### config.mk
export PLATFORM = sky130hd
export DESIGN_NAME = x86_insn_length_and_branch_reloc
export DESIGN_NICKNAME = d
export VERILOG_FILES = /design/src/hdl/xil_pkg.sv /design/src/hdl/x86_insn_length_and_branch_reloc.sv /design/src/hdl/xil_prefix.sv /design/src/hdl/xil_decode.sv
export SDC_FILE = /design/constraint.sdc
export NUM_CORES = 1
export LEC_CHECK = 0
export BUFFER_PORTS_ARGS = -buffer_cell sky130_fd_sc_hd__buf_2
export CORE_AREA = 10 10 341 343
export DETAILED_ROUTE_END_ITERATION = 7
export DIE_AREA = 0 0 351 353
export PLACE_DENSITY = 0.51
export SLEW_MARGIN = 30
export SYNTH_ARGS = -nofsm -noshare
export SYNTH_HDL_FRONTEND = slang
export SYNTH_HIERARCHICAL = 1
export SYNTH_SLANG_ARGS = --single-unit
### constraint.sdc
create_clock -name clk_i -period 22 [get_ports clk_i]
set_input_delay 4.4 -clock clk_i [delete_from_list [all_inputs] [get_ports clk_i]]
set_output_delay 4.4 -clock clk_i [all_outputs]
set_load 0.005 [all_outputs]
### src/hdl/xil_pkg.sv
`default_nettype none
// ----------------------------------------------------------------------------
// xil_pkg
// Shared types, constants and decode functions for the x86 length decoder.
// ----------------------------------------------------------------------------
package xil_pkg;

  localparam int unsigned MaxInsnBytes = 15;
  localparam int unsigned PosW         = 4;

  localparam logic [7:0] OpszPrefix = 8'h66;
  localparam logic [7:0] PlusrMask  = 8'hF8;
  localparam logic [31:0] BranchLen = 32'd5;

  typedef enum logic [1:0] {
    KIND_NORM = 2'd0,
    KIND_JMP  = 2'd1,
    KIND_RET  = 2'd2,
    KIND_CALL = 2'd3
  } kind_e;

  // Decoded opcode attributes; hit is low when no table row matched
  typedef struct packed {
    logic  hit;
    logic  modrm;
    logic  i8;
    logic  i16;
    logic  i32;
    logic  rel;
    kind_e kind;
  } opinfo_t;

  // Stage 1 to stage 2 item
  typedef struct packed {
    logic [7:0][7:0] w_lo;
    logic [6:0][7:0] w_hi;
    logic [31:0]     src;
    logic [31:0]     dst;
    logic [PosW-1:0] pos;
    logic            opsz16;
    logic            fail;
  } s1_t;

  // Stage 2 to stage 3 item
  typedef struct packed {
    logic [7:0][7:0] w_lo;
    logic [6:0][7:0] w_hi;
    logic [31:0]     src;
    logic [31:0]     dst;
    logic [4:0]      len;
    logic [4:0]      modrm_off;
    logic [4:0]      imm_off;
    logic [2:0]      imm_size;
    logic [2:0]      reloc_size;
    logic            rel;
    kind_e           kind;
    logic            fail;
  } s2_t;

  function automatic logic is_prefix(input logic [7:0] b);
    unique case (b)
      8'hF0, 8'hF2, 8'hF3, 8'h2E, 8'h36, 8'h3E, 8'h26, 8'h64, 8'h65, 8'h66, 8'h67:
        is_prefix = 1'b1;
      default: is_prefix = 1'b0;
    endcase
  endfunction

  function automatic opinfo_t mk(input logic m, input logic a, input logic b,
                                 input logic c, input logic r, input kind_e k);
    opinfo_t o;
    o.hit = 1'b1;
    o.modrm = m; o.i8 = a; o.i16 = b; o.i32 = c; o.rel = r; o.kind = k;
    return o;
  endfunction

  // Match in table order; have_modrm tells whether a modrm byte is in the window.
  function automatic opinfo_t match_op(input logic [7:0] b, input logic [2:0] reg_f,
                                       input logic have_modrm);
    opinfo_t info;
    opinfo_t n;
    n    = mk(1'b0, 1'b0, 1'b0, 1'b0, 1'b0, KIND_NORM);
    info = n;
    priority case (1'b1)
      b == 8'h04 || b == 8'h24 || b == 8'h0C || b == 8'h2C || b == 8'hA8 ||
      b == 8'h34 || b == 8'h6A: info = mk(1'b0, 1'b1, 1'b0, 1'b0, 1'b0, KIND_NORM);
      b == 8'h05 || b == 8'h25 || b == 8'h3D || b == 8'h0D || b == 8'h2D ||
      b == 8'hA9 || b == 8'h35 || b == 8'h68 || (b >= 8'hA0 && b <= 8'hA3):
        info = mk(1'b0, 1'b0, 1'b0, 1'b1, 1'b0, KIND_NORM);
      (b == 8'h80 || b == 8'h83) && have_modrm && reg_f != 3'd2 && reg_f != 3'd3 &&
        !(b == 8'h80 && reg_f == 3'd7):
        info = mk(1'b1, 1'b1, 1'b0, 1'b0, 1'b0, KIND_NORM);
      b == 8'h81 && have_modrm && reg_f != 3'd2 && reg_f != 3'd3 && reg_f != 3'd7:
        info = mk(1'b1, 1'b0, 1'b0, 1'b1, 1'b0, KIND_NORM);
      b <= 8'h03 || (b >= 8'h20 && b <= 8'h23) || b == 8'h39 || b == 8'h8D ||
      (b >= 8'h88 && b <= 8'h8C) || b == 8'h8E || (b >= 8'h08 && b <= 8'h0B) ||
      (b >= 8'h28 && b <= 8'h2B) || b == 8'h84 || b == 8'h85 ||
      (b >= 8'h30 && b <= 8'h33): info = mk(1'b1, 1'b0, 1'b0, 1'b0, 1'b0, KIND_NORM);
      b == 8'hE8: info = mk(1'b0, 1'b0, 1'b0, 1'b1, 1'b1, KIND_CALL);
      b == 8'hFF && have_modrm && reg_f == 3'd2:
        info = mk(1'b1, 1'b0, 1'b0, 1'b0, 1'b0, KIND_CALL);
      b == 8'hFF && have_modrm && reg_f == 3'd4:
        info = mk(1'b1, 1'b0, 1'b0, 1'b0, 1'b0, KIND_JMP);
      b == 8'hFF && have_modrm && (reg_f == 3'd1 || reg_f == 3'd6):
        info = mk(1'b1, 1'b0, 1'b0, 1'b0, 1'b0, KIND_NORM);
      (b & PlusrMask) == 8'h48 || (b & PlusrMask) == 8'h58 ||
      (b & PlusrMask) == 8'h50: info = n;
      b == 8'hC8: info = mk(1'b0, 1'b1, 1'b1, 1'b0, 1'b0, KIND_NORM);
      (b == 8'hD9 || b == 8'hDD) && have_modrm && reg_f == 3'd0:
        info = mk(1'b1, 1'b0, 1'b0, 1'b0, 1'b0, KIND_NORM);
      b == 8'hDB && have_modrm && reg_f == 3'd5:
        info = mk(1'b1, 1'b0, 1'b0, 1'b0, 1'b0, KIND_NORM);
      b == 8'hCC || b == 8'hC9 || b == 8'h90: info = n;
      b == 8'hEB || (b >= 8'h70 && b <= 8'h7F):
        info = mk(1'b0, 1'b1, 1'b0, 1'b0, 1'b1, KIND_JMP);
      b == 8'hE9: info = mk(1'b0, 1'b0, 1'b0, 1'b1, 1'b1, KIND_JMP);
      (b & PlusrMask) == 8'hB0: info = mk(1'b0, 1'b1, 1'b0, 1'b0, 1'b0, KIND_NORM);
      (b & PlusrMask) == 8'hB8: info = mk(1'b0, 1'b0, 1'b0, 1'b1, 1'b0, KIND_NORM);
      b == 8'hC6 && have_modrm && reg_f == 3'd0:
        info = mk(1'b1, 1'b1, 1'b0, 1'b0, 1'b0, KIND_NORM);
      b == 8'hC7 && have_modrm && reg_f == 3'd0:
        info = mk(1'b1, 1'b0, 1'b0, 1'b1, 1'b0, KIND_NORM);
      b == 8'h8F && have_modrm && reg_f == 3'd0:
        info = mk(1'b1, 1'b0, 1'b0, 1'b0, 1'b0, KIND_NORM);
      b == 8'hC3: info = mk(1'b0, 1'b0, 1'b0, 1'b0, 1'b0, KIND_RET);
      b == 8'hC2: info = mk(1'b0, 1'b0, 1'b1, 1'b0, 1'b0, KIND_RET);
      b == 8'hF6 && have_modrm && reg_f == 3'd0:
        info = mk(1'b1, 1'b1, 1'b0, 1'b0, 1'b0, KIND_NORM);
      b == 8'hF7 && have_modrm && reg_f == 3'd0:
        info = mk(1'b1, 1'b0, 1'b0, 1'b1, 1'b0, KIND_NORM);
      default: info.hit = 1'b0;
    endcase
    return info;
  endfunction

endpackage : xil_pkg
`default_nettype wire

### src/hdl/x86_insn_length_and_branch_reloc.sv
`default_nettype none
// Three register stages (prefix, decode, reloc); an accepted item passes through the
// prefix, decode and output registers in that order before its result is valid.
// Throughput: one item per cycle while the output is not stalled; the three register stages advance together.
// A stalled output holds every stage; nothing is dropped or repeated.
// Reset clears all stage valid bits; payload registers are not reset.
// ----------------------------------------------------------------------------
// x86_insn_length_and_branch_reloc
// 32-bit x86 instruction length decoder with rel32 branch re-targeting.
// ----------------------------------------------------------------------------
module x86_insn_length_and_branch_reloc import xil_pkg::*; (
  input  wire logic        clk_i,
  input  wire logic        rst_ni,
  input  wire logic        in_valid_i,
  output logic             in_ready_o,
  input  wire logic [63:0] code_low_i,
  input  wire logic [55:0] code_high_i,
  input  wire logic [31:0] source_address_i,
  input  wire logic [31:0] dest_address_i,
  output logic             out_valid_o,
  input  wire logic        out_ready_i,
  output logic             decode_ok_o,
  output logic [3:0]       total_length_o,
  output logic signed [4:0] modrm_offset_o,
  output logic signed [4:0] imm_offset_o,
  output logic [2:0]       imm_size_o,
  output logic signed [4:0] reloc_offset_o,
  output logic [2:0]       reloc_size_o,
  output logic [1:0]       insn_kind_o,
  output logic             convert_ok_o,
  output logic signed [31:0] new_rel32_o
);

  logic             en, v1, v2, v3_q;
  s1_t              s1;
  s2_t              s2;
  logic [14:0][7:0] w;
  logic [31:0]      imm, rel;
  logic [3:0]       o;
  logic             conv;

  // Advance the pipe when the output slot is free or being taken
  assign en          = !v3_q || out_ready_i;
  assign in_ready_o  = en;

  xil_prefix u_prefix (
    .clk_i, .rst_ni, .en_i(en), .valid_i(in_valid_i),
    .code_low_i, .code_high_i, .src_i(source_address_i), .dst_i(dest_address_i),
    .valid_o(v1), .item_o(s1)
  );

  xil_decode u_decode (
    .clk_i, .rst_ni, .en_i(en), .valid_i(v1), .item_i(s1),
    .valid_o(v2), .item_o(s2)
  );

  // Gather and sign-extend the immediate, then re-target
  assign w    = {s2.w_hi, s2.w_lo};
  assign o    = s2.imm_off[3:0];
  assign conv = !s2.fail && (s2.kind == KIND_JMP || s2.kind == KIND_CALL) &&
                s2.imm_size != 3'd0;
  always_comb begin
    unique case (s2.imm_size)
      3'd1:    imm = {{24{w[o][7]}}, w[o]};
      3'd2:    imm = {{16{w[o + 4'd1][7]}}, w[o + 4'd1], w[o]};
      3'd4:    imm = {w[o + 4'd3], w[o + 4'd2], w[o + 4'd1], w[o]};
      default: imm = '0;
    endcase
    rel = s2.src + {27'd0, s2.len} + imm - (s2.dst + BranchLen);
  end

  always_ff @(posedge clk_i or negedge rst_ni) begin
    if (!rst_ni) v3_q <= 1'b0;
    else if (en) v3_q <= v2;
  end

  // Output register; failure forces the defined empty result
  always_ff @(posedge clk_i) begin
    if (en) begin
      decode_ok_o    <= !s2.fail;
      total_length_o <= s2.fail ? 4'd0 : s2.len[3:0];
      modrm_offset_o <= s2.fail ? 5'h1F : s2.modrm_off;
      imm_offset_o   <= s2.fail ? 5'h1F : s2.imm_off;
      imm_size_o     <= s2.fail ? 3'd0 : s2.imm_size;
      reloc_offset_o <= (s2.fail || !s2.rel) ? 5'h1F : s2.imm_off;
      reloc_size_o   <= (s2.fail || !s2.rel) ? 3'd0 : s2.reloc_size;
      insn_kind_o    <= s2.fail ? KIND_NORM : s2.kind;
      convert_ok_o   <= conv;
      new_rel32_o    <= conv ? rel : 32'd0;
    end
  end

  assign out_valid_o = v3_q;

endmodule : x86_insn_length_and_branch_reloc
`default_nettype wire

### src/hdl/xil_prefix.sv
`default_nettype none
// ----------------------------------------------------------------------------
// xil_prefix
// Stage 1: register the window and find the first non-prefix byte.
// ----------------------------------------------------------------------------
module xil_prefix import xil_pkg::*; (
  input  wire logic        clk_i,
  input  wire logic        rst_ni,
  input  wire logic        en_i,
  input  wire logic        valid_i,
  input  wire logic [63:0] code_low_i,
  input  wire logic [55:0] code_high_i,
  input  wire logic [31:0] src_i,
  input  wire logic [31:0] dst_i,
  output logic             valid_o,
  output s1_t              item_o
);

  logic [14:0][7:0] w;
  s1_t              item_d, item_q;
  logic             valid_q;
  logic             done;

  assign w = {code_high_i, code_low_i};

  // Scan prefixes; window bytes are independent compares feeding a priority pick
  always_comb begin
    item_d        = '0;
    item_d.w_lo   = code_low_i;
    item_d.w_hi   = code_high_i;
    item_d.src    = src_i;
    item_d.dst    = dst_i;
    item_d.fail   = 1'b1;
    done          = 1'b0;
    for (int i = 0; i < MaxInsnBytes; i++) begin
      if (!done) begin
        if (is_prefix(w[i])) begin
          if (w[i] == OpszPrefix) item_d.opsz16 = 1'b1;
        end else begin
          done        = 1'b1;
          item_d.fail = 1'b0;
          item_d.pos  = PosW'(i);
        end
      end
    end
  end

  always_ff @(posedge clk_i or negedge rst_ni) begin
    if (!rst_ni) valid_q <= 1'b0;
    else if (en_i) valid_q <= valid_i;
  end

  always_ff @(posedge clk_i) begin
    if (en_i) item_q <= item_d;
  end

  assign valid_o = valid_q;
  assign item_o  = item_q;

endmodule : xil_prefix
`default_nettype wire

### src/hdl/xil_decode.sv
`default_nettype none
// ----------------------------------------------------------------------------
// xil_decode
// Stage 2: match the opcode and size modrm, SIB, displacement, immediate.
// ----------------------------------------------------------------------------
module xil_decode import xil_pkg::*; (
  input  wire logic clk_i,
  input  wire logic rst_ni,
  input  wire logic en_i,
  input  wire logic valid_i,
  input  s1_t       item_i,
  output logic      valid_o,
  output s2_t       item_o
);

  logic [14:0][7:0] w;
  opinfo_t          info;
  logic [7:0]       op, m, sib;
  logic [4:0]       p, disp, immsz;
  s2_t              item_d, item_q;
  logic             valid_q;

  assign w    = {item_i.w_hi, item_i.w_lo};
  assign op   = w[item_i.pos];
  assign m    = (item_i.pos < 4'd14) ? w[item_i.pos + 4'd1] : 8'h00;
  assign sib  = (item_i.pos < 4'd13) ? w[item_i.pos + 4'd2] : 8'h00;
  assign info = match_op(op, m[5:3], item_i.pos < 4'd14);

  // Walk the fields; any overrun of the window fails the item
  always_comb begin
    item_d           = '0;
    item_d.w_lo      = item_i.w_lo;
    item_d.w_hi      = item_i.w_hi;
    item_d.src       = item_i.src;
    item_d.dst       = item_i.dst;
    item_d.modrm_off = 5'h1F;
    item_d.imm_off   = 5'h1F;
    item_d.kind      = info.kind;
    item_d.rel       = info.rel;
    item_d.fail      = item_i.fail || !info.hit;
    p                = {1'b0, item_i.pos} + 5'd1;
    disp             = '0;
    if (info.modrm) begin
      if (p + 5'd1 > 5'(MaxInsnBytes)) item_d.fail = 1'b1;
      item_d.modrm_off = p;
      p                = p + 5'd1;
      if (m[7:6] != 2'd3) begin
        if (m[2:0] == 3'd4) begin
          if (p + 5'd1 > 5'(MaxInsnBytes)) item_d.fail = 1'b1;
          p = p + 5'd1;
          if (m[7:6] == 2'd0 && sib[2:0] == 3'd5) disp = 5'd4;
        end else if (m[7:6] == 2'd0 && m[2:0] == 3'd5) begin
          disp = 5'd4;
        end
        if (m[7:6] == 2'd1) disp = 5'd1;
        if (m[7:6] == 2'd2) disp = 5'd4;
        if (p + disp > 5'(MaxInsnBytes)) item_d.fail = 1'b1;
        p = p + disp;
      end
    end
    priority if (info.i8)  immsz = 5'd1;
    else if (info.i16)     immsz = 5'd2;
    else if (info.i32)     immsz = item_i.opsz16 ? 5'd2 : 5'd4;
    else                   immsz = 5'd0;
    if (immsz != 5'd0) begin
      if (p + immsz > 5'(MaxInsnBytes)) item_d.fail = 1'b1;
      item_d.imm_off = p;
      p              = p + immsz;
    end
    item_d.imm_size = immsz[2:0];
    priority if (info.i8)  item_d.reloc_size = 3'd1;
    else if (info.i32)     item_d.reloc_size = 3'd4;
    else if (info.i16)     item_d.reloc_size = 3'd2;
    else                   item_d.reloc_size = 3'd0;
    item_d.len = p;
  end

  always_ff @(posedge clk_i or negedge rst_ni) begin
    if (!rst_ni) valid_q <= 1'b0;
    else if (en_i) valid_q <= valid_i;
  end

  always_ff @(posedge clk_i) begin
    if (en_i) item_q <= item_d;
  end

  assign valid_o = valid_q;
  assign item_o  = item_q;

endmodule : xil_decode
`default_nettype wire

* Word level (Yosys, flattened, before mapping)
Index checks and enable logic that the tools add are counted.
** Cells by class
- Add/sub/neg operators :: 14
- Order comparisons :: 28
- Equal/unequal tests :: 231
- Muxes and demuxes :: 223
- Reductions and logical operators :: 100
** Operators with widths (number)
- 8-bit equality test, second input constant :: 72
- 8-bit by 6-bit equality test with 1-bit output, second input constant :: 68
- 8-bit by 7-bit equality test with 1-bit output, second input constant :: 62
- 8-bit binary-select mux with 4-bit select :: 7
- 7-bit 2-to-1 mux :: 25
- 11-bit OR reduction :: 15
- 1-bit 2-to-1 mux :: 135
- 32-bit case mux with 3 select lines :: 1
- 6-bit 2-to-1 mux :: 14
- 5-bit 2-to-1 mux :: 14
- 8-bit 2-to-1 mux :: 7
- 4-bit 2-to-1 mux :: 13
- 1-bit logical AND :: 38
- 1-bit logical OR :: 36
- 4-bit by 5-bit < comparator with 1-bit output, second input constant :: 7
- 32-bit by 3-bit adder with 32-bit output, second input constant :: 1
- 32-bit adder :: 1
- 32-bit by 5-bit adder with 32-bit output :: 1
- 32-bit subtractor :: 1
- 3-bit equality test, second input constant :: 8
- 8-bit by 6-bit >= comparator with 1-bit output, second input constant :: 3
- 8-bit by 6-bit <= comparator with 1-bit output, second input constant :: 3
- 5-bit by 4-bit greater-than comparator with 1-bit output, second input constant :: 4
- 3-bit 2-to-1 mux :: 6
- 32 further kinds :: 54
** Storage, ports and cells
- Register bits after elaboration :: 463
- Bits of input ports :: 188
- Output and inout bits :: 63

* Longest topological paths before layout
- Depth in word-level cells :: 46
- Depth in mapped cells :: 29
- Depth with buffers taken out :: 21

* By module
Netlist, hierarchy kept.
** Modules (own cells, without submodules)
- xil_decode :: instances 1, cells each 717, area an instance 10352.4 µm², seq. area each 6301.0 µm²
- x86_insn_length_and_branch_reloc :: instances 1, cells each 888, area an instance 9793.1 µm², seq. area each 1856.8 µm²
- xil_prefix :: instances 1, cells each 399, area an instance 7070.5 µm², seq. area each 5730.5 µm²

* Worst setup path before layout
Ideal clock, no wire load.
- Kind :: input to output
- Start :: in out_ready_i
- End :: out in_ready_o
- Arrival time :: 15.464 ns
- Required time :: 17.600 ns
- Setup slack :: 2.136 ns
- Stages :: 1
- Buffers on the path :: 0
- Cell sequence :: nand2b_1
** On the way
- Word-level cells in the longest chain between the ends :: 1
** Ends and longest elaborated chain
- start: declaration :: line x86_insn_length_and_branch_reloc.sv:21 : input wire logic out_ready_i,
- 1-bit logical OR :: line x86_insn_length_and_branch_reloc.sv:43 : assign en = !v3_q || out_ready_i;
- end: declaration :: line x86_insn_length_and_branch_reloc.sv:15 : output logic in_ready_o,
Every way passes these cells.

* Worst setup path after layout
Same ends and word-level chain as after synthesis.

==> flow_metrics.tcl <==
set metrics [dict create \
    synth_top_family_by_area "multiplexers" \
    p_per_area_nw_per_um2 161.1 \
    gp_congestion 0.8831 \
    endpoint_kind "primary output" \
    fin_nets 2588 \
    status "finished clean" \
    synthMuxAreaShare_pct 16.65 \
    rsz0062_at_grt "false" \
    worst-setup-path-type "in2out" \
    fillers 11170 \
    yosysSeqAreaShare_pct 51.03 \
    htreeDepth 2 \
    wl_met3_um 5851 \
    finalCriticalPeriod_ns 9.676 \
    final_cell_mix "edfxtp_1 (460), buf_2 (250), mux4_2 (145)" \
    drc 0 \
    multi_input_area_um2 12320 \
    post_drt_wl_per_cell_um 23.91 \
    synth_area_leaders "edfxtp_1 (51%), mux4_2 (12%), ha_1 (4.7%)" \
    cts_inserted_buffers 57 \
    grt_pass1_vias 18490 \
    ys.flop_type "edfxtp_1" \
    grt_antenna_before_repair 1 \
    synth-xor-area-share_pct 1.632 \
    mostFrequentLayoutCell "edfxtp_1" \
    grt_pass1_wl_um 129500 \
    dieArea_um2 123900 \
    rows 122 \
    fin_crit_sh_pct 43.98 \
    io_pins 251 \
    grt_usage_pct 14.09 \
    die_h_um 353 \
    area_growth_syn_to_layout_pct 16.90 \
    m1WireLength_um 37310 \
    crit_arrival_ns 5.28 \
    path_buf_inv 2 \
    hpwl_um 69820 \
    cts-resized-gates 0 \
    worst_ep_required_time_ns 17.60 \
    final_area_um2 31810 \
    clk_pin_slew_ns 0.06 \
    synth_top_area_share_pct 50.75 \
    fmax_ghz 0.1033 \
    finalSetupTns_ns 0 \
    place_area_um2 30000 \
    initial_core_util_pct 24.80 \
    setup_ws_ns 12.32 \
    grt_overflow_total 0 \
    netlist_area_um2 27220 \
    cp_slowest_cell "nand2b_4" \
    finalHoldViolCount 0 \
    n_antenna_cell 0 \
    root_buffer "clkbuf_16" \
    vias 18510 \
    finalMaxSlewViolations 0 \
    seq_area_um2 13890 \
    ys_seq_elements 463 \
    power.leakage_nw 11.97 \
    max-slew-margin-rel_pct 35.47 \
    crit_fanout 48 \
    post_drt_via_cell_ratio 4.962 \
    ys_types 113 \
    slowest_delay_ns 0.55 \
    skew_ns 0.07099 \
    met2_length_um 42950 \
    totalWireLength_um 89210 \
    synthArstFlopShare_pct 0.6479 \
    syn_nets 2332 \
    layout-drive-gt1-share_pct 25.47 \
    syn_avg_cell_area_um2 13.58 \
    setup_viol 0 \
    ys_warn_count 6 \
    cpMostUsedCell "buf_2" \
    worst_setup_path_start_kind "input pin" \
    clock_latency_ns 0.67 \
    worst-slew-pin-transition_ns 0.9680 \
    cts_hold_buf 0 \
    synthSimpleGateAreaFrac_pct 10.22 \
    core_um2 109800 \
    synthAdderAreaFrac_pct 7.457 \
    pre_cts_slack_ns 12.27 \
    worstPathCellList "buf_2 -> nand2b_4 -> buf_2" \
    syn_inst 2004 \
    cpLargestDelayFamily "simple AND/OR/NAND/NOR gates" \
    clock-sinks 463 \
    routed.top_layer "met4" \
    yosys.area.top_type "edfxtp_1" \
    die-width_um 351 \
    first_pass_iters 5 \
    postCtsSetupBuffers 0 \
    ant_nets 0 \
    cts_tree "yes" \
    synth_edf_count 460 \
    io_buffers 250 \
    cts_max_path_buffers 3 \
    cap_violations 0 \
    peakVddDrop_v 0.00007213 \
    drtIter0Drc 1618 \
    synth_compound_area_share_pct 9.057 \
    worstHoldPathType "reg2reg" \
    grt_max_degree 73 \
]
-- power breakdown --
group | internal, mW | switching, mW | total (mW)
logic | 1.20 | 1.67 | 2.87
clock network | 0.521 | 0.387 | 0.909
registers | 1.20 | 0.141 | 1.34
total | 2.92 | 2.20 | 5.13
-- routing by layer --
metal,GRT usage (%),vias up
met5,0,-
met4,4.804,0
met2,23.32,713
met1,18.16,9314
met3,2.842,126
li1,-,8359
-- cell families after synthesis --
family	after synthesis
and+or+nand+nor	508
DFF	463
AOI/OAI and AO/OA	364
muxes	256
buffers and inverters	224
adders and majority gates	140
xor gates and xnor gates	49
-- synthesized netlist by cell type, types with 11 or more instances --
library cell / instances
nand4b_1: 15
nand4_1: 20
nand3b_1: 19
buf_4: 12
clkbuf_1: 19
xor2_1: 15
o211ai_1: 13
nor3_1: 22
xnor2_1: 32
a22oi_1: 11
a211oi_1: 23
a21oi_1: 91
nor2_1: 95
nand2b_1: 31
edfxtp_1: 460
nor4_1: 11
nand3_1: 40
ha_1: 103
mux2i_1: 87
o31ai_1: 12
buf_2: 28
o21ai_0: 69
nand2_1: 129
mux2_2: 14
and2_1: 19
fa_1: 37
mux4_2: 145
nor3b_1: 14
nor2b_1: 25
inv_1: 137
a31oi_1: 18
or2_2: 12
a21o_1: 19
buf_6: 18
-- worst reg2reg max path: stages (launching register included) --
cell	delay, ns
edfxtp_1	0.32
buf_4	0.40
inv_1	0.30
ha_2	0.85
buf_4	0.67
mux4_2	0.62
mux2i_1	0.16
mux2i_1	0.18
a21o_2	0.34
a21oi_1	0.27
fa_1	0.47
inv_1	0.07
ha_1	0.23
ha_1	0.44
nand4_1	0.22
a2111oi_0	0.56
o21ai_0	0.35
a211oi_1	0.39
o31a_1	0.22
o31ai_1	0.09
mux2i_1	0.12
-- flip-flops by register name, indices dropped and copies added (netlist names) --
signal	flops
u_decode/item_o	209
u_prefix/item_o	190
new_rel32_o	32
imm_offset_o	5
modrm_offset_o	5
reloc_offset_o	5
total_length_o	4
imm_size_o	3
reloc_size_o	3
insn_kind_o	2
convert_ok_o	1
decode_ok_o	1
out_valid_o	1
u_decode/valid_o	1
u_prefix/valid_o	1
-- through the flow --
step                hold slack (ns)  cells  power [mW]  utilization (%)
CTS                          0.4178   3731       5.189            28.99
global route                 0.4206   3731       5.527            28.99
global placement             0.4028   3627       4.247            27.33
floorplan                    0.4003   2004       3.486                -
finish                       0.4168   3731       5.126            28.99
detailed placement           0.4045   3627       4.249            27.34
-- layout make-up --
type                            count  area share, %
Sequential cell                   463          43.65
Inverter                          139          1.640
Clock buffer                       70          4.704
Timing Repair Buffer              282          4.688
Clock inverter                     34         0.9911
Tap cell                         1426          5.608
Multi-Input combinational cell   1317          38.71
-- path summary, 6_finish.rpt --
path,slack (ns),startpoint,end,depth (start not counted)
worst max-delay path,12.32,out_ready_i,in_ready_o,3
worst min-delay path,0.42,u_prefix/item_o[26]$_DFFE_PP_,u_decode/item_o[45]$_DFFE_PP_,0
worst max register to register,14.48,u_decode/item_o[11]$_SDFFCE_PP1P_,new_rel32_o[30]$_SDFFCE_PN0P_,20
worst min register to register,0.42,u_prefix/item_o[26]$_DFFE_PP_,u_decode/item_o[45]$_DFFE_PP_,0
max in group asynchronous,18.38,rst_ni,out_valid_o$_DFFE_PN0P_,1
min in group asynchronous,3.52,rst_ni,u_prefix/valid_o$_DFFE_PN0P_,1
No activity file was read; power rests on OpenSTA's default activity.
